==> src/hw/rtl/distinct_permutation_generator_assert.svh <==
// Assertion macros shared by the distinct permutation generator modules.
`ifndef DISTINCT_PERMUTATION_GENERATOR_ASSERT_SVH
`define DISTINCT_PERMUTATION_GENERATOR_ASSERT_SVH

// Same-cycle implication, checked on every rising edge outside reset.
`define DPG_ASSERT_IMPL(name, ante, cons, msg) \
  name: assert property (@(posedge clk_i) disable iff (!rst_ni) (ante) |-> (cons)) \
    else $error(msg);

// Next-cycle implication, checked on every rising edge outside reset.
`define DPG_ASSERT_NEXT(name, ante, cons, msg) \
  name: assert property (@(posedge clk_i) disable iff (!rst_ni) (ante) |=> (cons)) \
    else $error(msg);

`endif

==> src/hw/rtl/dpg_pkg.sv <==
// Types, constants and helper functions of the distinct permutation generator.
`timescale 1ns / 1ps
package dpg_pkg;

  localparam int LetterW  = 8;
  localparam int CountW   = 16;
  localparam int WordW    = 64;
  localparam int LenPortW = 4;

  // Inverses of the odd divisors modulo 2^16, for exact division.
  localparam logic [CountW-1:0] Inv3 = 16'd43691;
  localparam logic [CountW-1:0] Inv5 = 16'd52429;
  localparam logic [CountW-1:0] Inv7 = 16'd28087;

  typedef enum logic {
    ACT_LOAD = 1'b0,
    ACT_NEXT = 1'b1
  } action_e;

  typedef enum logic {
    KIND_COUNT = 1'b0,
    KIND_PERM  = 1'b1
  } kind_e;

  typedef enum logic [1:0] {
    STAT_OK        = 2'd0,
    STAT_OVERFLOW  = 2'd1,
    STAT_NONE_LEFT = 2'd2
  } status_e;

  typedef enum logic [3:0] {
    ST_IDLE,
    ST_SORT_LOAD,
    ST_SORT_STEP,
    ST_CNT_MUL,
    ST_CNT_DIV,
    ST_PIV_LOAD,
    ST_PIV_SCAN,
    ST_SUCC_SCAN,
    ST_REV_LOAD,
    ST_REV_SWAP,
    ST_HS_LOAD,
    ST_HS_SCAN,
    ST_EMIT
  } state_e;

  typedef struct packed {
    logic [LetterW-1:0] cmp_a;
    logic [LetterW-1:0] cmp_b;
    logic [CountW-1:0]  mul_a;
    logic [CountW-1:0]  mul_b;
  } alu_req_t;

  typedef struct packed {
    logic              lt;
    logic              eq;
    logic [CountW-1:0] prod;
  } alu_rsp_t;

  typedef struct packed {
    logic                valid;
    kind_e               kind;
    logic [CountW-1:0]   count;
    logic [WordW-1:0]    word;
    logic [LenPortW-1:0] length;
    logic                fin;
    status_e             status;
  } res_t;

  // Right shift that removes the power-of-two part of a run length.
  function automatic logic [1:0] div_shift(input logic [3:0] k);
    logic [1:0] s;
    case (k)
      4'd2, 4'd6: s = 2'd1;
      4'd4:       s = 2'd2;
      4'd8:       s = 2'd3;
      default:    s = 2'd0;
    endcase
    return s;
  endfunction

  // Modular inverse of the odd part of a run length.
  function automatic logic [CountW-1:0] div_inv(input logic [3:0] k);
    logic [CountW-1:0] v;
    case (k)
      4'd3, 4'd6: v = Inv3;
      4'd5:       v = Inv5;
      4'd7:       v = Inv7;
      default:    v = 16'd1;
    endcase
    return v;
  endfunction

endpackage

==> src/hw/rtl/distinct_permutation_generator.sv <==
// Distinct permutation generator top level with its result register.
`timescale 1ns / 1ps
// A load without the last letter gives no reply; the last letter of a word gives
//   its count reply after the sort and count steps.
// A 'next' scans, swaps and checks the letter file one entry per cycle, using the
//   shared byte comparator for the scans; a refused 'next' goes straight to its reply.
// One transaction is worked on at a time; the result register frees the input side.
// Reset clears all control state and leaves no word loaded; the letter file is not cleared.
`include "distinct_permutation_generator_assert.svh"
module distinct_permutation_generator import dpg_pkg::*; #(
  parameter int MAX_LEN = 8
) (
  input  logic                clk_i,
  input  logic                rst_ni,
  input  logic                in_valid_i,
  output logic                in_stall_o,
  input  logic                action_i,
  input  logic [LetterW-1:0]  letter_i,
  input  logic                last_letter_i,
  output logic                out_valid_o,
  input  logic                out_stall_i,
  output logic                kind_o,
  output logic [CountW-1:0]   distinct_count_o,
  output logic [WordW-1:0]    word_o,
  output logic [LenPortW-1:0] word_length_o,
  output logic                final_one_o,
  output logic [1:0]          status_o
);

  localparam int LenW = $clog2(MAX_LEN + 1);
  localparam int IdxW = (MAX_LEN > 1) ? $clog2(MAX_LEN) : 1;

  // Sequencer to letter file.
  logic [IdxW-1:0]    rd_addr;
  logic [LetterW-1:0] rd_data;
  logic               wa_en;
  logic [IdxW-1:0]    wa_addr;
  logic [LetterW-1:0] wa_data;
  logic               wb_en;
  logic [IdxW-1:0]    wb_addr;
  logic [LetterW-1:0] wb_data;
  logic [LenW-1:0]    cur_len;
  logic [WordW-1:0]   packed_word;

  // Sequencer to the shared comparator and multiplier.
  alu_req_t alu_req;
  alu_rsp_t alu_rsp;

  // Finished result from the sequencer.
  res_t res;

  // Output register. A new result may be loaded when the register is empty or its
  // current transaction completes in the same cycle.
  logic                out_valid_q;
  logic                out_free;
  kind_e               kind_q;
  logic [CountW-1:0]   count_q;
  logic [WordW-1:0]    word_q;
  logic [LenPortW-1:0] length_q;
  logic                fin_q;
  status_e             status_q;

  assign out_free = !out_valid_q || !out_stall_i;

  dpg_ctrl #(
    .MaxLen (MAX_LEN)
  ) u_ctrl (
    .clk_i         (clk_i),
    .rst_ni        (rst_ni),
    .in_valid_i    (in_valid_i),
    .in_stall_o    (in_stall_o),
    .action_i      (action_i),
    .letter_i      (letter_i),
    .last_letter_i (last_letter_i),
    .out_free_i    (out_free),
    .res_o         (res),
    .rd_addr_o     (rd_addr),
    .rd_data_i     (rd_data),
    .wa_en_o       (wa_en),
    .wa_addr_o     (wa_addr),
    .wa_data_o     (wa_data),
    .wb_en_o       (wb_en),
    .wb_addr_o     (wb_addr),
    .wb_data_o     (wb_data),
    .len_o         (cur_len),
    .word_i        (packed_word),
    .alu_req_o     (alu_req),
    .alu_rsp_i     (alu_rsp)
  );

  dpg_store #(
    .MaxLen (MAX_LEN)
  ) u_store (
    .clk_i     (clk_i),
    .rd_addr_i (rd_addr),
    .rd_data_o (rd_data),
    .wa_en_i   (wa_en),
    .wa_addr_i (wa_addr),
    .wa_data_i (wa_data),
    .wb_en_i   (wb_en),
    .wb_addr_i (wb_addr),
    .wb_data_i (wb_data),
    .len_i     (cur_len),
    .word_o    (packed_word)
  );

  dpg_alu u_alu (
    .req_i (alu_req),
    .rsp_o (alu_rsp)
  );

  always_ff @(posedge clk_i or negedge rst_ni) begin
    if (!rst_ni) begin
      out_valid_q <= 1'b0;
    end else if (res.valid) begin
      out_valid_q <= 1'b1;
    end else if (!out_stall_i) begin
      out_valid_q <= 1'b0;
    end
  end

  always_ff @(posedge clk_i) begin
    if (res.valid) begin
      kind_q   <= res.kind;
      count_q  <= res.count;
      word_q   <= res.word;
      length_q <= res.length;
      fin_q    <= res.fin;
      status_q <= res.status;
    end
  end

  assign out_valid_o      = out_valid_q;
  assign kind_o           = kind_q;
  assign distinct_count_o = count_q;
  assign word_o           = word_q;
  assign word_length_o    = length_q;
  assign final_one_o      = fin_q;
  assign status_o         = status_q;

  `DPG_ASSERT_NEXT(a_result_registered, res.valid, out_valid_q, "issued result did not reach the output register")
  `DPG_ASSERT_IMPL(a_no_overwrite, out_valid_q && out_stall_i, !res.valid, "waiting result overwritten by a new one")
  `DPG_ASSERT_IMPL(a_busy_while_issuing, res.valid, in_stall_o, "result issued while accepting a new transaction")
  `DPG_ASSERT_NEXT(a_taken_clears, out_valid_q && !out_stall_i && !res.valid, !out_valid_q, "delivered result shown twice")

endmodule

==> src/hw/rtl/dpg_alu.sv <==
// Shared byte comparator and 16-bit multiplier of the permutation generator.
`timescale 1ns / 1ps
module dpg_alu import dpg_pkg::*; (
  input  alu_req_t req_i,
  output alu_rsp_t rsp_o
);

  assign rsp_o.lt   = req_i.cmp_a < req_i.cmp_b;
  assign rsp_o.eq   = req_i.cmp_a == req_i.cmp_b;
  // Only the low half is kept: count products fit in 16 bits and exact divisions work modulo 2^16.
  assign rsp_o.prod = CountW'(req_i.mul_a * req_i.mul_b);

endmodule

==> src/hw/rtl/dpg_store.sv <==
// Letter register file with one read port, two write ports and a packed view.
`timescale 1ns / 1ps
module dpg_store import dpg_pkg::*; #(
  parameter int MaxLen = 8
) (
  input  logic                              clk_i,
  input  logic [((MaxLen > 1) ? $clog2(MaxLen) : 1)-1:0] rd_addr_i,
  output logic [LetterW-1:0]                rd_data_o,
  input  logic                              wa_en_i,
  input  logic [((MaxLen > 1) ? $clog2(MaxLen) : 1)-1:0] wa_addr_i,
  input  logic [LetterW-1:0]                wa_data_i,
  input  logic                              wb_en_i,
  input  logic [((MaxLen > 1) ? $clog2(MaxLen) : 1)-1:0] wb_addr_i,
  input  logic [LetterW-1:0]                wb_data_i,
  input  logic [$clog2(MaxLen + 1)-1:0]     len_i,
  output logic [WordW-1:0]                  word_o
);

  logic [LetterW-1:0] letters_q [MaxLen];

  always_ff @(posedge clk_i) begin
    if (wa_en_i) begin
      letters_q[wa_addr_i] <= wa_data_i;
    end
    if (wb_en_i) begin
      letters_q[wb_addr_i] <= wb_data_i;
    end
  end

  assign rd_data_o = (int'(rd_addr_i) < MaxLen) ? letters_q[rd_addr_i] : '0;

  // First letter lands in the top byte; places beyond the length read as zero.
  always_comb begin
    word_o = '0;
    for (int i = 0; i < MaxLen; i++) begin
      if (i < int'(len_i)) begin
        word_o[WordW-1-LetterW*i -: LetterW] = letters_q[i];
      end
    end
  end

endmodule

==> src/hw/rtl/dpg_ctrl.sv <==
// Sequencer of the permutation generator: load, sort, count and next-permutation.
`timescale 1ns / 1ps
`include "distinct_permutation_generator_assert.svh"
module dpg_ctrl import dpg_pkg::*; #(
  parameter int MaxLen = 8
) (
  input  logic                              clk_i,
  input  logic                              rst_ni,
  input  logic                              in_valid_i,
  output logic                              in_stall_o,
  input  logic                              action_i,
  input  logic [LetterW-1:0]                letter_i,
  input  logic                              last_letter_i,
  input  logic                              out_free_i,
  output res_t                              res_o,
  output logic [((MaxLen > 1) ? $clog2(MaxLen) : 1)-1:0] rd_addr_o,
  input  logic [LetterW-1:0]                rd_data_i,
  output logic                              wa_en_o,
  output logic [((MaxLen > 1) ? $clog2(MaxLen) : 1)-1:0] wa_addr_o,
  output logic [LetterW-1:0]                wa_data_o,
  output logic                              wb_en_o,
  output logic [((MaxLen > 1) ? $clog2(MaxLen) : 1)-1:0] wb_addr_o,
  output logic [LetterW-1:0]                wb_data_o,
  output logic [$clog2(MaxLen + 1)-1:0]     len_o,
  input  logic [WordW-1:0]                  word_i,
  output alu_req_t                          alu_req_o,
  input  alu_rsp_t                          alu_rsp_i
);

  localparam int LenW = $clog2(MaxLen + 1);
  localparam int IdxW = (MaxLen > 1) ? $clog2(MaxLen) : 1;

  state_e             state_q, state_d;
  logic [LenW-1:0]    length_q, length_d;
  logic               started_q, started_d;
  logic               exhausted_q, exhausted_d;
  logic               overflowed_q, overflowed_d;
  logic               filling_q, filling_d;
  logic [CountW-1:0]  count_q, count_d;
  logic [LetterW-1:0] hold_q, hold_d;
  logic [LetterW-1:0] pv_q, pv_d;
  logic [LenW-1:0]    idx_q, idx_d;
  logic [LenW-1:0]    jdx_q, jdx_d;
  logic [LenW-1:0]    p_q, p_d;
  logic [LenW-1:0]    lo_q, lo_d;
  logic [LenW-1:0]    hi_q, hi_d;
  logic [LenW-1:0]    pass_q, pass_d;
  logic [LenW-1:0]    run_q, run_d;
  logic [CountW-1:0]  acc_q, acc_d;
  logic [CountW-1:0]  prod_q, prod_d;
  kind_e              rkind_q, rkind_d;
  status_e            rstat_q, rstat_d;
  logic               rfin_q, rfin_d;
  logic               rword_q, rword_d;

  logic [LenW-1:0] len_m1, idx_m1, idx_p1, jdx_m1, jdx_p1;

  assign len_m1 = length_q - LenW'(1);
  assign idx_m1 = idx_q - LenW'(1);
  assign idx_p1 = idx_q + LenW'(1);
  assign jdx_m1 = jdx_q - LenW'(1);
  assign jdx_p1 = jdx_q + LenW'(1);

  assign in_stall_o = (state_q != ST_IDLE);
  assign len_o      = length_q;

  always_comb begin
    res_o.valid  = (state_q == ST_EMIT) && out_free_i;
    res_o.kind   = rkind_q;
    res_o.count  = count_q;
    res_o.word   = rword_q ? word_i : '0;
    res_o.length = LenPortW'(length_q);
    res_o.fin    = rfin_q;
    res_o.status = rstat_q;
  end

  always_ff @(posedge clk_i or negedge rst_ni) begin
    if (!rst_ni) begin
      state_q      <= ST_IDLE;
      length_q     <= '0;
      started_q    <= 1'b0;
      exhausted_q  <= 1'b1;
      overflowed_q <= 1'b0;
      filling_q    <= 1'b0;
      count_q      <= '0;
      hold_q       <= '0;
      pv_q         <= '0;
      idx_q        <= '0;
      jdx_q        <= '0;
      p_q          <= '0;
      lo_q         <= '0;
      hi_q         <= '0;
      pass_q       <= '0;
      run_q        <= '0;
      acc_q        <= '0;
      prod_q       <= '0;
      rkind_q      <= KIND_COUNT;
      rstat_q      <= STAT_OK;
      rfin_q       <= 1'b0;
      rword_q      <= 1'b0;
    end else begin
      state_q      <= state_d;
      length_q     <= length_d;
      started_q    <= started_d;
      exhausted_q  <= exhausted_d;
      overflowed_q <= overflowed_d;
      filling_q    <= filling_d;
      count_q      <= count_d;
      hold_q       <= hold_d;
      pv_q         <= pv_d;
      idx_q        <= idx_d;
      jdx_q        <= jdx_d;
      p_q          <= p_d;
      lo_q         <= lo_d;
      hi_q         <= hi_d;
      pass_q       <= pass_d;
      run_q        <= run_d;
      acc_q        <= acc_d;
      prod_q       <= prod_d;
      rkind_q      <= rkind_d;
      rstat_q      <= rstat_d;
      rfin_q       <= rfin_d;
      rword_q      <= rword_d;
    end
  end

  always_comb begin
    logic [LenW-1:0]    base;
    logic [LenW-1:0]    new_len;
    logic               new_ovf;
    logic [LetterW-1:0] big;
    logic [LetterW-1:0] little;

    base    = filling_q ? length_q : '0;
    new_len = base;
    new_ovf = filling_q & overflowed_q;
    big     = hold_q;
    little  = rd_data_i;

    state_d      = state_q;
    length_d     = length_q;
    started_d    = started_q;
    exhausted_d  = exhausted_q;
    overflowed_d = overflowed_q;
    filling_d    = filling_q;
    count_d      = count_q;
    hold_d       = hold_q;
    pv_d         = pv_q;
    idx_d        = idx_q;
    jdx_d        = jdx_q;
    p_d          = p_q;
    lo_d         = lo_q;
    hi_d         = hi_q;
    pass_d       = pass_q;
    run_d        = run_q;
    acc_d        = acc_q;
    prod_d       = prod_q;
    rkind_d      = rkind_q;
    rstat_d      = rstat_q;
    rfin_d       = rfin_q;
    rword_d      = rword_q;

    rd_addr_o = '0;
    wa_en_o   = 1'b0;
    wa_addr_o = '0;
    wa_data_o = '0;
    wb_en_o   = 1'b0;
    wb_addr_o = '0;
    wb_data_o = '0;
    alu_req_o = '0;

    case (state_q)
      ST_IDLE: begin
        if (in_valid_i) begin
          if (action_e'(action_i) == ACT_LOAD) begin
            if (!filling_q) begin
              count_d     = '0;
              started_d   = 1'b0;
              exhausted_d = 1'b1;
              filling_d   = 1'b1;
            end
            if (int'(base) < MaxLen) begin
              wa_en_o   = 1'b1;
              wa_addr_o = base[IdxW-1:0];
              wa_data_o = letter_i;
              new_len   = base + LenW'(1);
            end else begin
              new_ovf = 1'b1;
            end
            length_d     = new_len;
            overflowed_d = new_ovf;
            if (last_letter_i) begin
              filling_d   = 1'b0;
              started_d   = 1'b0;
              exhausted_d = 1'b0;
              rkind_d     = KIND_COUNT;
              rstat_d     = new_ovf ? STAT_OVERFLOW : STAT_OK;
              rfin_d      = 1'b0;
              rword_d     = 1'b0;
              pass_d      = new_len - LenW'(1);
              acc_d       = 16'd1;
              idx_d       = '0;
              state_d     = (new_len > LenW'(1)) ? ST_SORT_LOAD : ST_CNT_MUL;
            end
          end else begin
            rkind_d = KIND_PERM;
            rfin_d  = 1'b0;
            if (filling_q || exhausted_q || (length_q == '0)) begin
              rstat_d = STAT_NONE_LEFT;
              rword_d = 1'b0;
              state_d = ST_EMIT;
            end else begin
              rstat_d = STAT_OK;
              rword_d = 1'b1;
              if (!started_q) begin
                started_d = 1'b1;
                state_d   = ST_HS_LOAD;
              end else begin
                state_d = ST_PIV_LOAD;
              end
            end
          end
        end
      end

      ST_SORT_LOAD: begin
        rd_addr_o = '0;
        hold_d    = rd_data_i;
        jdx_d     = LenW'(1);
        state_d   = ST_SORT_STEP;
      end

      ST_SORT_STEP: begin
        rd_addr_o       = jdx_q[IdxW-1:0];
        alu_req_o.cmp_a = rd_data_i;
        alu_req_o.cmp_b = hold_q;
        if (alu_rsp_i.lt) begin
          big    = hold_q;
          little = rd_data_i;
        end else begin
          big    = rd_data_i;
          little = hold_q;
        end
        wa_en_o   = 1'b1;
        wa_addr_o = jdx_m1[IdxW-1:0];
        wa_data_o = little;
        hold_d    = big;
        if (jdx_q == len_m1) begin
          wb_en_o   = 1'b1;
          wb_addr_o = jdx_q[IdxW-1:0];
          wb_data_o = big;
          pass_d    = pass_q - LenW'(1);
          if (pass_q == LenW'(1)) begin
            acc_d   = 16'd1;
            idx_d   = '0;
            state_d = ST_CNT_MUL;
          end else begin
            state_d = ST_SORT_LOAD;
          end
        end else begin
          jdx_d = jdx_p1;
        end
      end

      ST_CNT_MUL: begin
        rd_addr_o       = idx_q[IdxW-1:0];
        alu_req_o.cmp_a = rd_data_i;
        alu_req_o.cmp_b = hold_q;
        alu_req_o.mul_a = acc_q;
        alu_req_o.mul_b = CountW'(idx_q) + 16'd1;
        run_d   = ((idx_q != '0) && alu_rsp_i.eq) ? run_q + LenW'(1) : LenW'(1);
        hold_d  = rd_data_i;
        prod_d  = alu_rsp_i.prod;
        state_d = ST_CNT_DIV;
      end

      ST_CNT_DIV: begin
        alu_req_o.mul_a = prod_q >> div_shift(4'(run_q));
        alu_req_o.mul_b = div_inv(4'(run_q));
        acc_d = alu_rsp_i.prod;
        idx_d = idx_p1;
        if (idx_p1 == length_q) begin
          count_d = alu_rsp_i.prod;
          state_d = ST_EMIT;
        end else begin
          state_d = ST_CNT_MUL;
        end
      end

      ST_PIV_LOAD: begin
        rd_addr_o = len_m1[IdxW-1:0];
        hold_d    = rd_data_i;
        idx_d     = len_m1;
        state_d   = ST_PIV_SCAN;
      end

      ST_PIV_SCAN: begin
        rd_addr_o       = idx_m1[IdxW-1:0];
        alu_req_o.cmp_a = rd_data_i;
        alu_req_o.cmp_b = hold_q;
        if (alu_rsp_i.lt) begin
          p_d     = idx_m1;
          pv_d    = rd_data_i;
          jdx_d   = len_m1;
          state_d = ST_SUCC_SCAN;
        end else begin
          hold_d = rd_data_i;
          idx_d  = idx_m1;
          if (idx_m1 == '0) begin
            state_d = ST_HS_LOAD;
          end
        end
      end

      ST_SUCC_SCAN: begin
        rd_addr_o       = jdx_q[IdxW-1:0];
        alu_req_o.cmp_a = pv_q;
        alu_req_o.cmp_b = rd_data_i;
        if (alu_rsp_i.lt) begin
          wa_en_o   = 1'b1;
          wa_addr_o = p_q[IdxW-1:0];
          wa_data_o = rd_data_i;
          wb_en_o   = 1'b1;
          wb_addr_o = jdx_q[IdxW-1:0];
          wb_data_o = pv_q;
          lo_d      = p_q + LenW'(1);
          hi_d      = len_m1;
          state_d   = ST_REV_LOAD;
        end else begin
          jdx_d = jdx_m1;
        end
      end

      ST_REV_LOAD: begin
        if (lo_q < hi_q) begin
          rd_addr_o = lo_q[IdxW-1:0];
          hold_d    = rd_data_i;
          state_d   = ST_REV_SWAP;
        end else begin
          state_d = ST_HS_LOAD;
        end
      end

      ST_REV_SWAP: begin
        rd_addr_o = hi_q[IdxW-1:0];
        wa_en_o   = 1'b1;
        wa_addr_o = lo_q[IdxW-1:0];
        wa_data_o = rd_data_i;
        wb_en_o   = 1'b1;
        wb_addr_o = hi_q[IdxW-1:0];
        wb_data_o = hold_q;
        lo_d      = lo_q + LenW'(1);
        hi_d      = hi_q - LenW'(1);
        state_d   = ST_REV_LOAD;
      end

      ST_HS_LOAD: begin
        rd_addr_o = '0;
        hold_d    = rd_data_i;
        idx_d     = LenW'(1);
        state_d   = ST_HS_SCAN;
      end

      ST_HS_SCAN: begin
        if (idx_q == length_q) begin
          rfin_d      = 1'b1;
          exhausted_d = 1'b1;
          state_d     = ST_EMIT;
        end else begin
          rd_addr_o       = idx_q[IdxW-1:0];
          alu_req_o.cmp_a = hold_q;
          alu_req_o.cmp_b = rd_data_i;
          if (alu_rsp_i.lt) begin
            rfin_d  = 1'b0;
            state_d = ST_EMIT;
          end else begin
            hold_d = rd_data_i;
            idx_d  = idx_p1;
          end
        end
      end

      ST_EMIT: begin
        if (out_free_i) begin
          state_d = ST_IDLE;
        end
      end

      default: begin
        state_d = ST_IDLE;
      end
    endcase
  end

  `DPG_ASSERT_IMPL(a_sort_needs_two, (state_q == ST_SORT_LOAD) || (state_q == ST_SORT_STEP), length_q > LenW'(1), "sort running on a word shorter than two letters")
  `DPG_ASSERT_IMPL(a_pivot_in_range, state_q == ST_PIV_SCAN, (idx_q != '0) && (idx_q < length_q), "pivot scan index out of range")
  `DPG_ASSERT_IMPL(a_rev_ordered, state_q == ST_REV_SWAP, (lo_q < hi_q) && (hi_q < length_q), "suffix reversal bounds crossed")
  `DPG_ASSERT_NEXT(a_count_clears_exhausted, res_o.valid && (res_o.kind == KIND_COUNT), !exhausted_q && !filling_q, "count reply left the word unavailable")

endmodule

==> config.mk <==
export PLATFORM = sky130hd
export DESIGN_NAME = distinct_permutation_generator
export DESIGN_NICKNAME = d
export VERILOG_FILES = /design/src/hw/rtl/dpg_pkg.sv /design/src/hw/rtl/distinct_permutation_generator.sv /design/src/hw/rtl/dpg_alu.sv /design/src/hw/rtl/dpg_store.sv /design/src/hw/rtl/dpg_ctrl.sv
export VERILOG_INCLUDE_DIRS = /design/src /design/src/hw/rtl
export SDC_FILE = /design/constraint.sdc
export NUM_CORES = 1
export LEC_CHECK = 0
export BUFFER_PORTS_ARGS = -buffer_cell sky130_fd_sc_hd__buf_2
export CAP_MARGIN = 25
export CORE_ASPECT_RATIO = 1.75
export CORE_MARGIN = 2
export CORE_UTILIZATION = 30
export CTS_BUF_LIST = sky130_fd_sc_hd__clkbuf_2 sky130_fd_sc_hd__clkbuf_4 sky130_fd_sc_hd__clkbuf_8
export CTS_CLUSTER_SIZE = 12
export DETAILED_ROUTE_END_ITERATION = 16
export HOLD_SLACK_MARGIN = 0.05
export PLACE_DENSITY_LB_ADDON = 0.05
export REMOVE_ABC_BUFFERS = 1
export SLEW_MARGIN = 20
export SYNTH_ARGS = -nofsm -noshare
export SYNTH_HDL_FRONTEND = slang
export SYNTH_HIERARCHICAL = 1
export SYNTH_SLANG_ARGS = --single-unit
==> constraint.sdc <==
create_clock -name clk_i -period 9.85 [get_ports clk_i]
set_clock_uncertainty 0.15 [all_clocks]
set_input_delay 0.985 -clock clk_i [delete_from_list [all_inputs] [get_ports clk_i]]
set_output_delay 0.985 -clock clk_i [all_outputs]
set_load 0.02 [all_outputs]
==> results.toml <==
[run_status]
status = "finished, final reports clean"

[grt]
antenna_found_initial = 3
grt_pass1_wl_um = 101000
grt_max_degree = 66
grtUsageTotal = 0.218
grt_overflow = 0
grt_pass1_vias = 15100

[clock_network]
cts_resized = 0
cts.reportedPaths.clkPinSlew_ns = 0.07
clockRootBuffer = "clkbuf_8"
cts_sinks = 262
cts_buffer_depth = 3
clock_latency_ns = 0.68
cts_htree_levels = 2
cts_tree = "done"
cts_buffers = 47

[synthesis]
synthCells = 1756
yosys_warnings = 6
netlist_area_mm2 = 0.0187
syn_avg_cell_area_um2 = 10.6
ys_ff_latch = 262
synth_xor_area_frac = 0.0301
synth_ff_type = "edfxtp_1"
synth_compound_area_frac = 0.109
synth_edf_count = 152
ys_seq_area_frac = 0.392
synthAdderAreaFrac = 0.138
synth-simple-area-share = 0.166
synth_mux_area_frac = 0.101
yosysUniqueCellTypes = 94
synth_top_family_by_area = "simple AND/OR/NAND/NOR gates"
async_flop_share = 0.420

[sta]
rsz0062_at_grt = "false"
final_max_slew_viol_count = 0
fin_setup_tns_ns = 0
fin_ws_ns = 1.64
worst_pin_slew_ns = 1.00
setup_violations = 0
hold_viol = 0
fin_crit_ns = 8.21
max_freq_mhz = 122
maxSlewHeadroom = 0.332
finalCritPeriodShare = 0.833

[detailed_routing]
vias_per_cell = 5.15
totalWireLength_um = 68700
antenna_left = 0
drt_pre_antenna_iters = 8
drc = 0
vias = 13800
avgRoutedWirePerCell_um = 25.5
drt-initial-drc-count = 940

[final_layout]
area_growth_pct = 12.6
layout.nets = 2023
drive_gt1_frac = 0.195

[critical_path]
cp.required_ns = 10.20
worstRegToRegCells = 27
cp-endpoint = "u_ctrl/count_q[15]"
critical_path.endpoint_type = "register"
r2r-start = "u_ctrl/run_q[0]"
cp_data_arrival_time_ns = 8.56
crit_start = "u_ctrl/run_q[0]"
r2r_setup_slack_ns = 1.64
crit_type = "reg -> reg"
startpoint_type = "register"
crit_fanout = 13
r2r-end = "u_ctrl/count_q[15]"

[floorplan]
core_region_area_mm2 = 0.0619
die_area_mm2 = 0.0643
fp.dieH_um = 334
std_cell_rows = 121
ioPinCount = 104
die_w_um = 192
initial_utilization = 0.301

[placement]
dp_hpwl_um = 52900
pre_cts_ws_ns = 1.56
numPortBuffers = 103
place_congestion = 0.849

[power]
vdd_drop_max_v = 0.000179
power_density_mw_per_mm2 = 263
p_leak_nw = 9.21

[min_path]
worst_hold_path_type = "reg -> reg"

[flow_run]
cap_viol_max_count = 0
layout by cell type (no fill, tap or decap), types with 49 or more instances in the layout:
| master | netlist | routed |
|---|---|---|
| buf_4 | 16 | 49 |
| edfxtp_1 | 152 | 152 |
| o21ai_0 | 58 | 56 |
| mux2_2 | 108 | 108 |
| ha_1 | 77 | 77 |
| fa_1 | 80 | 80 |
| and2_1 | 155 | 155 |
| buf_2 | 29 | 103 |
| nand2_1 | 202 | 202 |
| dfrtp_1 | 109 | 109 |
| nor2b_1 | 59 | 59 |
| inv_1 | 169 | 169 |
critical path, cell delays in order (launching register included):
cell      delay [ns]
dfrtp_1         0.44
inv_1           0.11
ha_1            0.18
nor2b_1         0.42
a21o_1          0.48
mux2i_1         0.40
mux2i_1         0.16
a22o_1          0.51
and2_1          0.32
fa_1            0.51
inv_1           0.06
fa_1            0.55
inv_1           0.05
ha_1            0.21
fa_1            0.49
fa_1            0.50
inv_1           0.06
fa_1            0.53
inv_1           0.04
ha_1            0.22
nor3_1          0.19
o211ai_1        0.13
a31oi_1         0.30
a21oi_1         0.18
a31oi_1         0.32
xnor2_1         0.13
and2_1          0.16
mux2_2          0.25
layer usage:
layer,up-vias,global-route usage,share of wire
met5,-,0,0.00013
met4,2,0.106,0.054
met3,147,0.0284,0.033
met2,360,0.447,0.58
met1,7008,0.203,0.33
li1,6319,-,-
cell type report:
cell class / instances / area, um2
repair buffers: 153 / 893
inverters: 169 / 634
flip-flops and latches: 262 / 7320
fillers: 6319 / 40900
multi-input cells: 1219 / 10200
clock inverters: 25 / 246
clock buffers: 60 / 744
well taps: 799 / 1000
diodes: 1 / 2.50
worst min path at each step:
| stage | startpoint | to | slack (ns) | cells past startpoint |
|---|---|---|---|---|
| after floorplan | u_ctrl/count_q[10] | distinct_count_o[10] | 0.27 | 0 |
| after global placement | u_ctrl/count_q[2] | distinct_count_o[2] | 0.28 | 0 |
| after detailed placement | u_ctrl/count_q[6] | distinct_count_o[6] | 0.29 | 0 |
| after CTS | u_ctrl/count_q[6] | distinct_count_o[6] | 0.30 | 0 |
| after global routing | u_ctrl/count_q[6] | distinct_count_o[6] | 0.32 | 0 |
| final | u_ctrl/count_q[6] | distinct_count_o[6] | 0.29 | 0 |
through the flow:
step	hold WS [ns]	std cells	cell area, um2	util	power (mW)
after floorplan	0.271	1650	18100	-	3.31
after global placement	0.282	2600	20000	0.323	4.42
after detailed placement	0.289	2601	20000	0.323	4.42
after CTS	0.297	2687	21000	0.339	5.60
after global routing	0.319	2688	21000	0.339	5.84
final	0.291	2688	21000	0.339	5.53
kinds of logic (layout without fill, tap and decap cells):
kind of cell / count (synthesis) / after routing
AND/OR/NAND/NOR: 577 / 577
flip-flops: 262 / 262
adder cells (fa/ha/maj): 157 / 157
other: 1 / 2
AO/OA/AOI/OAI: 277 / 277
buffers and inverters: 275 / 407
multiplexers: 147 / 147
XOR/XNOR: 60 / 60
state kept, by name, summed over array words and instances (netlist names), 8 cells and up:
name and cells:
u_ctrl/count_q 16, u_ctrl/pv_q 8, u_store/letters_q 64, u_ctrl/acc_q 16, word_o 64, u_ctrl/hold_q 8
distinct_count_o 16, u_ctrl/prod_q 16
synthesized netlist by cell type (all sizes together), types with 17 or more instances:
cell    count  area (um2)
nor3       17         100
a21o       22         165
clkbuf     53         210
o21ai      62         314
dfrtp     109        2730
ha         77         963
a22o       24         211
inv       169         634
and2      155         970
nand2b     17         106
fa         80        1600
nor2b      59         369
buf        53         342
mux2      108        1220
a21oi      32         160
mux2i      21         210
a222oi     18         180
edfxtp    152        4560
mux4       18         462
nand2     203         764
nand3      21         105
nor2       43         161
xnor2      45         402
power breakdown:
part / internal, mW / total, mW / switching [mW]
Combinational: 1.02 / 2.69 / 1.67
Sequential: 1.44 / 1.71 / 0.265
Clock: 0.609 / 1.13 / 0.523
what timing repair did:
action | CTS | global route
endpoints found under the hold margin | 1 | 0
hold buffers | 1 | 0
setup buffers | 0 | 0
(Power assumes the default switching activity.)
